[config.mk]
export PLATFORM = sky130hd
export DESIGN_NAME = dead_reckoning_position_update_flat
export DESIGN_NICKNAME = d
export VERILOG_FILES = /design/src/hdl/drpu_pkg.sv /design/src/hdl/drpu_chan_if.sv /design/src/hdl/drpu_front.sv /design/src/hdl/drpu_queue.sv /design/src/hdl/drpu_back.sv /design/src/hdl/dead_reckoning_position_update.sv /design/src/flat_wrapper.sv
export VERILOG_INCLUDE_DIRS = /design/src /design/src/hdl
export SDC_FILE = /design/constraint.sdc
export NUM_CORES = 2
export LEC_CHECK = 0
export ABC_AREA = 1
export BUFFER_PORTS_ARGS = -buffer_cell sky130_fd_sc_hd__buf_2
export CAP_MARGIN = 30
export CORE_ASPECT_RATIO = 0.7
export CORE_MARGIN = 2
export CORE_UTILIZATION = 40
export DETAILED_ROUTE_END_ITERATION = 8
export SYNTH_ARGS = -nofsm -noshare
export SYNTH_HDL_FRONTEND = slang
export SYNTH_SLANG_ARGS = --single-unit
[constraint.sdc]
create_clock -name clk -period 21.8 [get_ports clk]
set_clock_uncertainty 0.05 [all_clocks]
set_input_delay 5.45 -clock clk [delete_from_list [all_inputs] [get_ports clk]]
set_output_delay 5.45 -clock clk [all_outputs]
set_load 0.02 [all_outputs]
[src/hdl/dead_reckoning_position_update_assert.svh]
// assertion macros for the dead reckoning position update rtl
// expects clk and rst in the scope of each use
`ifndef DEAD_RECKONING_POSITION_UPDATE_ASSERT_SVH
`define DEAD_RECKONING_POSITION_UPDATE_ASSERT_SVH

// same-cycle implication
`define DRPU_ASSERT_NOW(lbl, ante, cons, msg) \
  lbl: assert property (@(posedge clk) disable iff (rst) (ante) |-> (cons)) else $error(msg);

// next-cycle implication
`define DRPU_ASSERT_NEXT(lbl, ante, cons, msg) \
  lbl: assert property (@(posedge clk) disable iff (rst) (ante) |=> (cons)) else $error(msg);

`endif

[src/hdl/drpu_pkg.sv]
// types, constants and helper functions for the dead reckoning position update
// no dependencies
package drpu_pkg;

  // heading reduction, centidegrees
  localparam logic [15:0] CDEG_FULL    = 16'd36000;
  localparam logic [15:0] CDEG_QUARTER = 16'd9000;
  localparam logic [15:0] CDEG_HALF    = 16'd18000;
  localparam logic [15:0] CDEG_3QUART  = 16'd27000;
  localparam int          REM_W        = 14;

  // centidegrees to radians in q2.30, and cordic start vector
  localparam logic [31:0]        CDEG_TO_Q30     = 32'd187403;
  localparam logic signed [31:0] CORDIC_GAIN_Q30 = 32'sd652032874;

  // cordic iteration count and counter sizing
  localparam int               TRIG_ITERATIONS = 16;
  localparam int               ITER_W          = $clog2(TRIG_ITERATIONS);
  localparam logic [ITER_W-1:0] ITER_LAST      = ITER_W'(TRIG_ITERATIONS - 1);
  localparam int               ATAN_IDX_W      = 5;

  // queue between front and back
  localparam int QUEUE_DEPTH = 2;
  localparam int QPTR_W      = $clog2(QUEUE_DEPTH);
  localparam int QCNT_W      = $clog2(QUEUE_DEPTH + 1);

  // configuration port
  localparam int                   CFG_INDEX_W = 1;
  localparam int                   CFG_DATA_W  = 32;
  localparam logic [CFG_INDEX_W-1:0] REG_START_X = 1'd0;
  localparam logic [CFG_INDEX_W-1:0] REG_START_Y = 1'd1;

  typedef enum logic [1:0] {
    QUAD_0 = 2'd0,
    QUAD_1 = 2'd1,
    QUAD_2 = 2'd2,
    QUAD_3 = 2'd3
  } quad_t;

  // one classified item in the queue
  typedef struct packed {
    quad_t              quad;
    logic signed [31:0] z;
    logic signed [32:0] delta;
  } item_t;

  typedef struct packed {
    logic                   we;
    logic [CFG_INDEX_W-1:0] index;
    logic [CFG_DATA_W-1:0]  data;
  } cfg_wr_t;

  typedef enum logic [4:0] {
    S_IDLE = 5'b00001,
    S_ROT  = 5'b00010,
    S_TRIG = 5'b00100,
    S_MUL  = 5'b01000,
    S_ACC  = 5'b10000
  } back_state_t;

  // truncated arctangent table, q2.30
  function automatic logic signed [31:0] atan_q30(input logic [ATAN_IDX_W-1:0] idx);
    logic signed [31:0] v;
    case (idx)
      5'd0:    v = 32'sh3243F6A8;
      5'd1:    v = 32'sh1DAC6705;
      5'd2:    v = 32'sh0FADBAFC;
      5'd3:    v = 32'sh07F56EA6;
      5'd4:    v = 32'sh03FEAB76;
      5'd5:    v = 32'sh01FFD55B;
      5'd6:    v = 32'sh00FFFAAA;
      5'd7:    v = 32'sh007FFF55;
      5'd8:    v = 32'sh003FFFEA;
      5'd9:    v = 32'sh001FFFFD;
      5'd10:   v = 32'sh000FFFFF;
      5'd11:   v = 32'sh0007FFFF;
      5'd12:   v = 32'sh0003FFFF;
      5'd13:   v = 32'sh0001FFFF;
      5'd14:   v = 32'sh0000FFFF;
      5'd15:   v = 32'sh00007FFF;
      5'd16:   v = 32'sh00003FFF;
      5'd17:   v = 32'sh00001FFF;
      5'd18:   v = 32'sh00000FFF;
      5'd19:   v = 32'sh000007FF;
      5'd20:   v = 32'sh000003FF;
      5'd21:   v = 32'sh000001FF;
      5'd22:   v = 32'sh000000FF;
      5'd23:   v = 32'sh0000007F;
      default: v = 32'sd0;
    endcase
    return v;
  endfunction

  // q2.30 to q1.15, round half up, saturate; 17 bits so negation stays exact
  function automatic logic signed [16:0] to_q15(input logic signed [31:0] v);
    logic signed [32:0] t;
    logic signed [17:0] sh;
    logic signed [16:0] r;
    t  = {v[31], v} + 33'sd16384;
    sh = t[32:15];
    if (sh > 18'sd32767) begin
      r = 17'sd32767;
    end else if (sh < -18'sd32768) begin
      r = -17'sd32768;
    end else begin
      r = sh[16:0];
    end
    return r;
  endfunction

  // position plus rounded change, saturated to signed 32 bits
  function automatic logic signed [31:0] acc_sat(input logic signed [31:0] pos,
                                                 input logic signed [49:0] prod);
    logic signed [49:0] rnd;
    logic signed [34:0] chg;
    logic signed [35:0] sum;
    logic signed [31:0] r;
    rnd = prod + 50'sd16384;
    chg = rnd[49:15];
    sum = 36'(pos) + 36'(chg);
    if (sum > 36'sd2147483647) begin
      r = 32'sh7FFFFFFF;
    end else if (sum < -36'sd2147483648) begin
      r = 32'sh80000000;
    end else begin
      r = sum[31:0];
    end
    return r;
  endfunction

endpackage

[src/hdl/drpu_chan_if.sv]
// valid/ready channel interfaces for samples in and positions out
// payload types follow drpu_pkg field widths
interface drpu_in_if;
  logic               valid;
  logic               ready;
  logic [15:0]        heading_cdeg;
  logic signed [31:0] odom_total;

  modport source(output valid, heading_cdeg, odom_total, input ready);
  modport sink(input valid, heading_cdeg, odom_total, output ready);
endinterface

interface drpu_out_if;
  logic               valid;
  logic               ready;
  logic signed [31:0] pos_x_out;
  logic signed [31:0] pos_y_out;

  modport source(output valid, pos_x_out, pos_y_out, input ready);
  modport sink(input valid, pos_x_out, pos_y_out, output ready);
endinterface

[src/hdl/drpu_front.sv]
// front end: takes samples, reduces heading, forms distance delta and cordic angle
// depends on drpu_pkg and drpu_chan_if
module drpu_front (
  input  logic              clk,
  input  logic              rst,
  drpu_in_if.sink           in_ch,
  output drpu_pkg::item_t   push_item,
  output logic              push_valid,
  input  logic              push_ready
);

  logic                           s1_valid;
  drpu_pkg::quad_t                s1_quad;
  logic [drpu_pkg::REM_W-1:0]     s1_rem;
  logic signed [32:0]             s1_delta;
  logic signed [31:0]             last_odom;

  logic [15:0]                    h_mod;
  logic [15:0]                    rem_full;
  drpu_pkg::quad_t                quad;
  logic signed [32:0]             delta;
  logic [31:0]                    z_prod;
  logic                           take;

  assign in_ch.ready = !s1_valid || push_ready;
  assign take        = in_ch.valid && in_ch.ready;

  // heading modulo a full turn, then quadrant and remainder
  always_comb begin
    h_mod = (in_ch.heading_cdeg >= drpu_pkg::CDEG_FULL) ?
            in_ch.heading_cdeg - drpu_pkg::CDEG_FULL : in_ch.heading_cdeg;
    if (h_mod >= drpu_pkg::CDEG_3QUART) begin
      quad     = drpu_pkg::QUAD_3;
      rem_full = h_mod - drpu_pkg::CDEG_3QUART;
    end else if (h_mod >= drpu_pkg::CDEG_HALF) begin
      quad     = drpu_pkg::QUAD_2;
      rem_full = h_mod - drpu_pkg::CDEG_HALF;
    end else if (h_mod >= drpu_pkg::CDEG_QUARTER) begin
      quad     = drpu_pkg::QUAD_1;
      rem_full = h_mod - drpu_pkg::CDEG_QUARTER;
    end else begin
      quad     = drpu_pkg::QUAD_0;
      rem_full = h_mod;
    end
  end

  assign delta = {in_ch.odom_total[31], in_ch.odom_total} - {last_odom[31], last_odom};

  always_ff @(posedge clk) begin
    if (rst) begin
      s1_valid  <= 1'b0;
      last_odom <= '0;
    end else begin
      if (take) begin
        s1_valid  <= 1'b1;
        last_odom <= in_ch.odom_total;
      end else if (push_ready) begin
        s1_valid <= 1'b0;
      end
    end
  end

  always_ff @(posedge clk) begin
    if (take) begin
      s1_quad  <= quad;
      s1_rem   <= rem_full[drpu_pkg::REM_W-1:0];
      s1_delta <= delta;
    end
  end

  // angle in q2.30; registered by the queue
  assign z_prod = {{(32 - drpu_pkg::REM_W){1'b0}}, s1_rem} * drpu_pkg::CDEG_TO_Q30;

  assign push_valid      = s1_valid;
  assign push_item.quad  = s1_quad;
  assign push_item.z     = signed'(z_prod);
  assign push_item.delta = s1_delta;

endmodule

[src/hdl/drpu_queue.sv]
// small fifo of classified items between front and back
// depends on drpu_pkg
module drpu_queue (
  input  logic              clk,
  input  logic              rst,
  input  drpu_pkg::item_t   push_item,
  input  logic              push_valid,
  output logic              push_ready,
  output drpu_pkg::item_t   pop_item,
  output logic              pop_valid,
  input  logic              pop_ready
);

  drpu_pkg::item_t                entries [drpu_pkg::QUEUE_DEPTH];
  logic [drpu_pkg::QPTR_W-1:0]    wr_ptr;
  logic [drpu_pkg::QPTR_W-1:0]    rd_ptr;
  logic [drpu_pkg::QCNT_W-1:0]    count;
  logic                           do_push;
  logic                           do_pop;

  assign push_ready = (count != drpu_pkg::QCNT_W'(drpu_pkg::QUEUE_DEPTH));
  assign pop_valid  = (count != '0);
  assign pop_item   = entries[rd_ptr];
  assign do_push    = push_valid && push_ready;
  assign do_pop     = pop_valid && pop_ready;

  always_ff @(posedge clk) begin
    if (rst) begin
      wr_ptr <= '0;
      rd_ptr <= '0;
      count  <= '0;
    end else begin
      if (do_push) begin
        wr_ptr <= (wr_ptr == drpu_pkg::QPTR_W'(drpu_pkg::QUEUE_DEPTH - 1)) ? '0 : wr_ptr + 1'b1;
      end
      if (do_pop) begin
        rd_ptr <= (rd_ptr == drpu_pkg::QPTR_W'(drpu_pkg::QUEUE_DEPTH - 1)) ? '0 : rd_ptr + 1'b1;
      end
      if (do_push && !do_pop) begin
        count <= count + 1'b1;
      end else if (do_pop && !do_push) begin
        count <= count - 1'b1;
      end
    end
  end

  always_ff @(posedge clk) begin
    if (do_push) begin
      entries[wr_ptr] <= push_item;
    end
  end

endmodule

[src/hdl/drpu_back.sv]
// back end: iterative cordic, delta scaling, saturating position update, output register
// depends on drpu_pkg, drpu_chan_if and the assertion macro header
`include "dead_reckoning_position_update_assert.svh"

module drpu_back (
  input  logic              clk,
  input  logic              rst,
  input  drpu_pkg::item_t   pop_item,
  input  logic              pop_valid,
  output logic              pop_ready,
  input  drpu_pkg::cfg_wr_t cfg,
  drpu_out_if.source        out_ch
);

  drpu_pkg::back_state_t          state;
  logic [drpu_pkg::ITER_W-1:0]    iter;
  logic signed [31:0]             cx;
  logic signed [31:0]             cy;
  logic signed [31:0]             cz;
  drpu_pkg::quad_t                quad;
  logic signed [32:0]             delta;
  logic signed [16:0]             sn;
  logic signed [16:0]             cs;
  logic signed [49:0]             prod_x;
  logic signed [49:0]             prod_y;
  logic signed [31:0]             pos_x;
  logic signed [31:0]             pos_y;
  logic                           out_valid;
  logic signed [31:0]             out_x;
  logic signed [31:0]             out_y;

  logic signed [31:0]             dx;
  logic signed [31:0]             dy;
  logic signed [31:0]             at;
  logic signed [31:0]             cx_next;
  logic signed [31:0]             cy_next;
  logic signed [31:0]             cz_next;
  logic signed [16:0]             s_q;
  logic signed [16:0]             c_q;
  logic signed [16:0]             sn_next;
  logic signed [16:0]             cs_next;
  logic signed [31:0]             pos_x_next;
  logic signed [31:0]             pos_y_next;
  logic                           out_free;

  assign pop_ready = (state == drpu_pkg::S_IDLE);
  assign out_free  = !out_valid || out_ch.ready;

  // one micro-rotation
  always_comb begin
    dx = cy >>> iter;
    dy = cx >>> iter;
    at = drpu_pkg::atan_q30(drpu_pkg::ATAN_IDX_W'(iter));
    if (!cz[31]) begin
      cx_next = cx - dx;
      cy_next = cy + dy;
      cz_next = cz - at;
    end else begin
      cx_next = cx + dx;
      cy_next = cy - dy;
      cz_next = cz + at;
    end
  end

  // round to q1.15 and fold the quadrant back in
  always_comb begin
    s_q = drpu_pkg::to_q15(cy);
    c_q = drpu_pkg::to_q15(cx);
    case (quad)
      drpu_pkg::QUAD_0: begin sn_next = s_q;  cs_next = c_q;  end
      drpu_pkg::QUAD_1: begin sn_next = c_q;  cs_next = -s_q; end
      drpu_pkg::QUAD_2: begin sn_next = -s_q; cs_next = -c_q; end
      drpu_pkg::QUAD_3: begin sn_next = -c_q; cs_next = s_q;  end
      default:          begin sn_next = s_q;  cs_next = c_q;  end
    endcase
  end

  assign pos_x_next = drpu_pkg::acc_sat(pos_x, prod_x);
  assign pos_y_next = drpu_pkg::acc_sat(pos_y, prod_y);

  always_ff @(posedge clk) begin
    if (rst) begin
      state     <= drpu_pkg::S_IDLE;
      iter      <= '0;
      out_valid <= 1'b0;
      pos_x     <= '0;
      pos_y     <= '0;
    end else begin
      if (out_ch.ready) begin
        out_valid <= 1'b0;
      end
      case (state)
        drpu_pkg::S_IDLE: begin
          if (pop_valid) begin
            iter  <= '0;
            state <= drpu_pkg::S_ROT;
          end
        end
        drpu_pkg::S_ROT: begin
          iter <= iter + 1'b1;
          if (iter == drpu_pkg::ITER_LAST) begin
            state <= drpu_pkg::S_TRIG;
          end
        end
        drpu_pkg::S_TRIG: begin
          state <= drpu_pkg::S_MUL;
        end
        drpu_pkg::S_MUL: begin
          state <= drpu_pkg::S_ACC;
        end
        drpu_pkg::S_ACC: begin
          if (out_free) begin
            pos_x     <= pos_x_next;
            pos_y     <= pos_y_next;
            out_valid <= 1'b1;
            state     <= drpu_pkg::S_IDLE;
          end
        end
        default: begin
          state <= drpu_pkg::S_IDLE;
        end
      endcase
      // start position loads, for the user to make only while idle; the block does not enforce it
      if (cfg.we && cfg.index == drpu_pkg::REG_START_X) begin
        pos_x <= signed'(cfg.data);
      end
      if (cfg.we && cfg.index == drpu_pkg::REG_START_Y) begin
        pos_y <= signed'(cfg.data);
      end
    end
  end

  // datapath registers
  always_ff @(posedge clk) begin
    case (state)
      drpu_pkg::S_IDLE: begin
        cx    <= drpu_pkg::CORDIC_GAIN_Q30;
        cy    <= '0;
        cz    <= pop_item.z;
        quad  <= pop_item.quad;
        delta <= pop_item.delta;
      end
      drpu_pkg::S_ROT: begin
        cx <= cx_next;
        cy <= cy_next;
        cz <= cz_next;
      end
      drpu_pkg::S_TRIG: begin
        sn <= sn_next;
        cs <= cs_next;
      end
      drpu_pkg::S_MUL: begin
        prod_x <= 50'(delta) * 50'(sn);
        prod_y <= 50'(delta) * 50'(cs);
      end
      drpu_pkg::S_ACC: begin
        if (out_free) begin
          out_x <= pos_x_next;
          out_y <= pos_y_next;
        end
      end
      default: begin
        cz <= cz;
      end
    endcase
  end

  assign out_ch.valid     = out_valid;
  assign out_ch.pos_x_out = out_x;
  assign out_ch.pos_y_out = out_y;

  `DRPU_ASSERT_NEXT(a_rot_step, state == drpu_pkg::S_ROT && iter != drpu_pkg::ITER_LAST, state == drpu_pkg::S_ROT && iter == $past(iter) + 1'b1, "cordic iteration skipped")
  `DRPU_ASSERT_NEXT(a_rot_end, state == drpu_pkg::S_ROT && iter == drpu_pkg::ITER_LAST, state == drpu_pkg::S_TRIG, "cordic did not finish after last iteration")
  `DRPU_ASSERT_NEXT(a_acc_hold, state == drpu_pkg::S_ACC && out_valid && !out_ch.ready && !cfg.we, state == drpu_pkg::S_ACC && $stable(pos_x) && $stable(pos_y), "position updated while result pending")
  `DRPU_ASSERT_NEXT(a_acc_done, state == drpu_pkg::S_ACC && (!out_valid || out_ch.ready), out_valid && state == drpu_pkg::S_IDLE, "result not presented after update")

endmodule

[src/hdl/dead_reckoning_position_update.sv]
// top level of the dead reckoning position update
// depends on drpu_pkg, drpu_chan_if, drpu_front, drpu_queue and drpu_back
//
//   channel   dir   handshake        payload
//   in_ch     in    valid/ready      heading_cdeg[15:0], odom_total[31:0]
//   out_ch    out   valid/ready      pos_x_out[31:0], pos_y_out[31:0]
//   cfg       in    cfg_we only      cfg_index[0], cfg_data[31:0]
//
// in the back end a sample steps through the idle, rot, trig, mul and acc states;
//   the rot state uses the shared cordic stage, one micro-rotation per cycle
// the front end and a two-entry queue keep taking samples while the cordic runs
// a stalled output holds the back end in its update step; the queue then fills and
//   in_ch.ready drops
// rst is synchronous: positions and last odometer reading clear to zero
module dead_reckoning_position_update (
  input  logic                                 clk,
  input  logic                                 rst,
  drpu_in_if.sink                              in_ch,
  drpu_out_if.source                           out_ch,
  input  logic                                 cfg_we,
  input  logic [drpu_pkg::CFG_INDEX_W-1:0]     cfg_index,
  input  logic [drpu_pkg::CFG_DATA_W-1:0]      cfg_data
);

  // front to queue
  drpu_pkg::item_t   push_item;
  logic              push_valid;
  logic              push_ready;

  // queue to back
  drpu_pkg::item_t   pop_item;
  logic              pop_valid;
  logic              pop_ready;

  // start position writes, loaded straight into the position registers
  drpu_pkg::cfg_wr_t cfg;

  assign cfg.we    = cfg_we;
  assign cfg.index = cfg_index;
  assign cfg.data  = cfg_data;

  // heading reduction, distance delta and angle scaling
  drpu_front u_front (
    .clk        (clk),
    .rst        (rst),
    .in_ch      (in_ch),
    .push_item  (push_item),
    .push_valid (push_valid),
    .push_ready (push_ready)
  );

  // decouples sample intake from the cordic
  drpu_queue u_queue (
    .clk        (clk),
    .rst        (rst),
    .push_item  (push_item),
    .push_valid (push_valid),
    .push_ready (push_ready),
    .pop_item   (pop_item),
    .pop_valid  (pop_valid),
    .pop_ready  (pop_ready)
  );

  // cordic, scaling and saturating accumulate, one transaction at a time
  drpu_back u_back (
    .clk       (clk),
    .rst       (rst),
    .pop_item  (pop_item),
    .pop_valid (pop_valid),
    .pop_ready (pop_ready),
    .cfg       (cfg),
    .out_ch    (out_ch)
  );

endmodule
[src/flat_wrapper.sv]
// flat-port wrapper written by rule: the top's interface ports become plain ports
module dead_reckoning_position_update_flat 
  (clk, rst, cfg_we, cfg_index, cfg_data, in_ch_valid, in_ch_heading_cdeg, in_ch_odom_total, in_ch_ready, out_ch_valid, out_ch_pos_x_out, out_ch_pos_y_out, out_ch_ready);
  drpu_in_if in_ch_i ();
  drpu_out_if out_ch_i ();
  input  logic clk;
  input  logic rst;
  input  logic cfg_we;
  input  logic [drpu_pkg::CFG_INDEX_W-1:0] cfg_index;
  input  logic [drpu_pkg::CFG_DATA_W-1:0] cfg_data;
  input wire logic [$bits(in_ch_i.valid)-1:0] in_ch_valid;
  input wire logic [$bits(in_ch_i.heading_cdeg)-1:0] in_ch_heading_cdeg;
  input wire logic [$bits(in_ch_i.odom_total)-1:0] in_ch_odom_total;
  output wire logic [$bits(in_ch_i.ready)-1:0] in_ch_ready;
  output wire logic [$bits(out_ch_i.valid)-1:0] out_ch_valid;
  output wire logic [$bits(out_ch_i.pos_x_out)-1:0] out_ch_pos_x_out;
  output wire logic [$bits(out_ch_i.pos_y_out)-1:0] out_ch_pos_y_out;
  input wire logic [$bits(out_ch_i.ready)-1:0] out_ch_ready;
  assign in_ch_i.valid = in_ch_valid;
  assign in_ch_i.heading_cdeg = in_ch_heading_cdeg;
  assign in_ch_i.odom_total = in_ch_odom_total;
  assign in_ch_ready = in_ch_i.ready;
  assign out_ch_valid = out_ch_i.valid;
  assign out_ch_pos_x_out = out_ch_i.pos_x_out;
  assign out_ch_pos_y_out = out_ch_i.pos_y_out;
  assign out_ch_i.ready = out_ch_ready;
  dead_reckoning_position_update u_core (.clk(clk), .rst(rst), .in_ch(in_ch_i), .out_ch(out_ch_i), .cfg_we(cfg_we), .cfg_index(cfg_index), .cfg_data(cfg_data));
endmodule
==> flow_summary.ini <==
[routing]
routed_wl_um = 274000
vias_per_cell = 5.20
drc = 0
first_pass_iters = 6
vias = 74100
wl_per_cell_um = 19.2
drt_iter0_markers = 7200
antenna_left = 0

[sta]
worst_pin_slew_ns = 1.04
period_needed_ns = 7.76
fmax_mhz = 129
final-setup-viol-count = 0
final_hold_viol_count = 0
relSlewSlack = 0.304
fin_crit_sh = 0.356
slew_viol_final = 0
rsz0062_at_grt = false
finalSetupTns_ns = 0

[clock_network]
clock-sinks = 625
path_clk_slew_ns = 0.06
clk-insertion-delay-late_ns = 0.72
ctsHtreeMaxLevel = 3
cts_tree = yes
cts_setup_buffers = 0
numCtsBuffers = 68
cts_root_buffer = clkbuf_16
max-clock-path-buffers = 3
cts.hold.buffers_added = 0
cts_resized = 0

[setup_path]
worstPathArrival_ns = 8.19
crit_type = in2reg
worstPathMaxFanout = 13
required_ns = 22.23
critPathCaptureType = flip-flop
timing.rr.start = u_core.u_back.cs[9]
cp-start-kind = input pin
rr_endpoint = u_core.u_back.prod_y[35]
rrSetupSlack_ns = 14.55
worstRegToRegCells = 21

[min_path]
holdPathStages = 0
min_from = u_core.u_front.s1_delta[21]
holdPathEnd = u_core.u_queue.entries[0][21]
hp-class = reg2reg

[floorplan]
initial_utilization = 0.404
io_pins = 152
dieWidth_um = 564
dieHeight_um = 396
placeableCoreArea_mm2 = 0.218
die-area_mm2 = 0.224
core.rowCount = 143

[logic_synthesis]
synth.top_cells.by_count = 3069 x nand2_1, 2364 x inv_1, 1140 x fa_1, 652 x nor2_1, 604 x a21oi_1
yosys_warnings = 0
yosysSeqAreaShare = 0.197
syn_area_per_cell_um2 = 7.70
ys_seq_elements = 625
synthTopCellsByArea = fa_1 26%, edfxtp_1 17%, nand2_1 13%
synth_top_area_frac = 0.260
synth_edf_count = 484
syn-num-nets = 13200
synthCells = 11400
syn_area_mm2 = 0.0879
synth_flop_cell = edfxtp_1
synth.most_common_cell = nand2_1
synthDistinctLibCells = 66
async_flop_share = 0
synth_top_area_cell = fa_1

[place]
routabilityCongestion = 0.966
hpwl_um = 217000
port_buffers = 151
placedCellCount = 14100

[global_routing]
grt-ovfl-total = 0
grt_usage = 0.245
grt_pass1_wl_um = 428000
grt_pass1_vias = 73400
antenna_found_initial = 0
grt_max_degree = 84

[final_layout]
drive_gt1_frac = 0.0498
n_antenna_cell = 0
fin_nets = 13100
syn2layout_area_growth_pct = 6.60
fin_cells = 14300
final_core_util = 0.430

[flow_run]
maxCapViolCount = 0

[status]
status = completed
==> how the worst max path moves through the flow <==
stage | slack (ns) | start | depth (start not counted) | endpoint
global placement | 13.15 | in_ch_heading_cdeg[9] | 24 | u_core.u_front.s1_rem[11]
floorplan | 12.41 | out_ch_ready | 7 | u_core.u_back.pos_x[0]
global route | 13.65 | in_ch_heading_cdeg[5] | 24 | u_core.u_front.s1_rem[11]
CTS | 14.03 | in_ch_heading_cdeg[5] | 24 | u_core.u_front.s1_rem[11]
detailed placement | 13.25 | in_ch_heading_cdeg[5] | 24 | u_core.u_front.s1_rem[11]
finish | 14.04 | in_ch_heading_cdeg[9] | 24 | u_core.u_front.s1_rem[11]
==> metrics by stage <==
stage	hold slack, ns	instance area, um2	setup slack [ns]
2_1_floorplan	0.371	87900	12.41
3_3_place_gp	0.374	91300	13.15
3_5_place_dp	0.380	91400	13.25
4_1_cts	0.395	93700	14.03
5_1_grt	0.408	93700	13.65
6_report	0.393	93700	14.04
==> layout by cell type (no fill, tap or decap), drive strengths merged, types with 62 or more instances in the layout <==
| master | synthesis | final |
|---|---|---|
| inv | 2385 | 2393 |
| xor2 | 287 | 287 |
| a21oi | 606 | 606 |
| a22oi | 62 | 62 |
| o21ai | 381 | 381 |
| clkbuf | 336 | 78 |
| edfxtp | 484 | 484 |
| nand2 | 3133 | 3133 |
| xnor2 | 143 | 143 |
| nor3 | 94 | 94 |
| nor2 | 704 | 704 |
| ha | 571 | 571 |
| nand3 | 446 | 446 |
| buf | 89 | 257 |
| nand4 | 98 | 98 |
| dfxtp | 141 | 141 |
| fa | 1140 | 1140 |
==> layout make-up <==
| cell class | instances | area [um2] |
|---|---|---|
| clock buffer | 78 | 1740 |
| inverter | 2390 | 8970 |
| clock inverter | 44 | 548 |
| sequential | 625 | 17400 |
| multi-input combinational | 7974 | 59800 |
| tap | 2900 | 3630 |
| timing repair buffer | 257 | 1650 |
| fill | 21900 | 124000 |
==> per-layer routing <==
layer | GRT usage | up-vias | part of all wire
li1 | - | 34900 | -
met1 | 0.378 | 35800 | 0.48
met2 | 0.347 | 3117 | 0.40
met3 | 0.0515 | 336 | 0.095
met4 | 0.0532 | 0 | 0.023
met5 | 0 | - | 0
==> worst max-delay path: stages <==
cell and delay (ns):
buf_2 0.12, nor2_1 0.17, nand2_2 0.10, nand2_2 0.11, nand2_1 0.09, nand2_2 0.11
nand2_1 0.07, nand2_2 0.21, inv_1 0.11, ha_1 0.21, inv_1 0.08, nand3_1 0.10
nand3_1 0.14, nand2_1 0.10, nand2_1 0.08, clkinv_1 0.05, nand2_1 0.07, nand2_2 0.19
inv_2 0.25, nand2_1 0.07, nand2_1 0.10, nand2_1 0.06, nand2_1 0.05, nand2_1 0.04
==> kinds of logic after synthesis <==
kind of cell,after synthesis,synth area share
AND/OR/NAND/NOR,4555,0.214
buffers and inverters,2815,0.123
adder cells (fa/ha/maj),1711,0.341
AO/OA/AOI/OAI,1274,0.0812
flip-flops,625,0.197
XOR/XNOR,430,0.0429
multiplexers,4,0.000455
==> sequential cells by signal, summed over array words and instances, names as in the netlist, 2 cells and up, named ones only <==
signal and count:
u_core.u_back.out_ch.pos_y_out 32, u_core.u_back.at 29, u_core.u_front.last_odom 32, u_core.u_back.out_ch.pos_x_out 32
u_core.u_back.state 5, u_core.u_back.iter 4, u_core.u_back.pos_y 32, u_core.u_back.quad 2
u_core.u_back.sn 17, u_core.u_back.cs 17, u_core.u_back.cx 32, u_core.u_back.prod_y 36
u_core.u_back.delta 33, u_core.u_back.cy 32, u_core.u_back.prod_x 36, u_core.u_front.s1_delta 33
u_core.u_back.pos_x 32, u_core.u_queue.count 2, u_core.u_front.s1_rem 14, u_core.u_back.cz 32
u_core.u_queue.entries 134, u_core.u_front.s1_quad 2
Power is left out: the tool's default activity adds up to more than one toggle a clock period on the data nets, which glitch-free logic cannot reach.
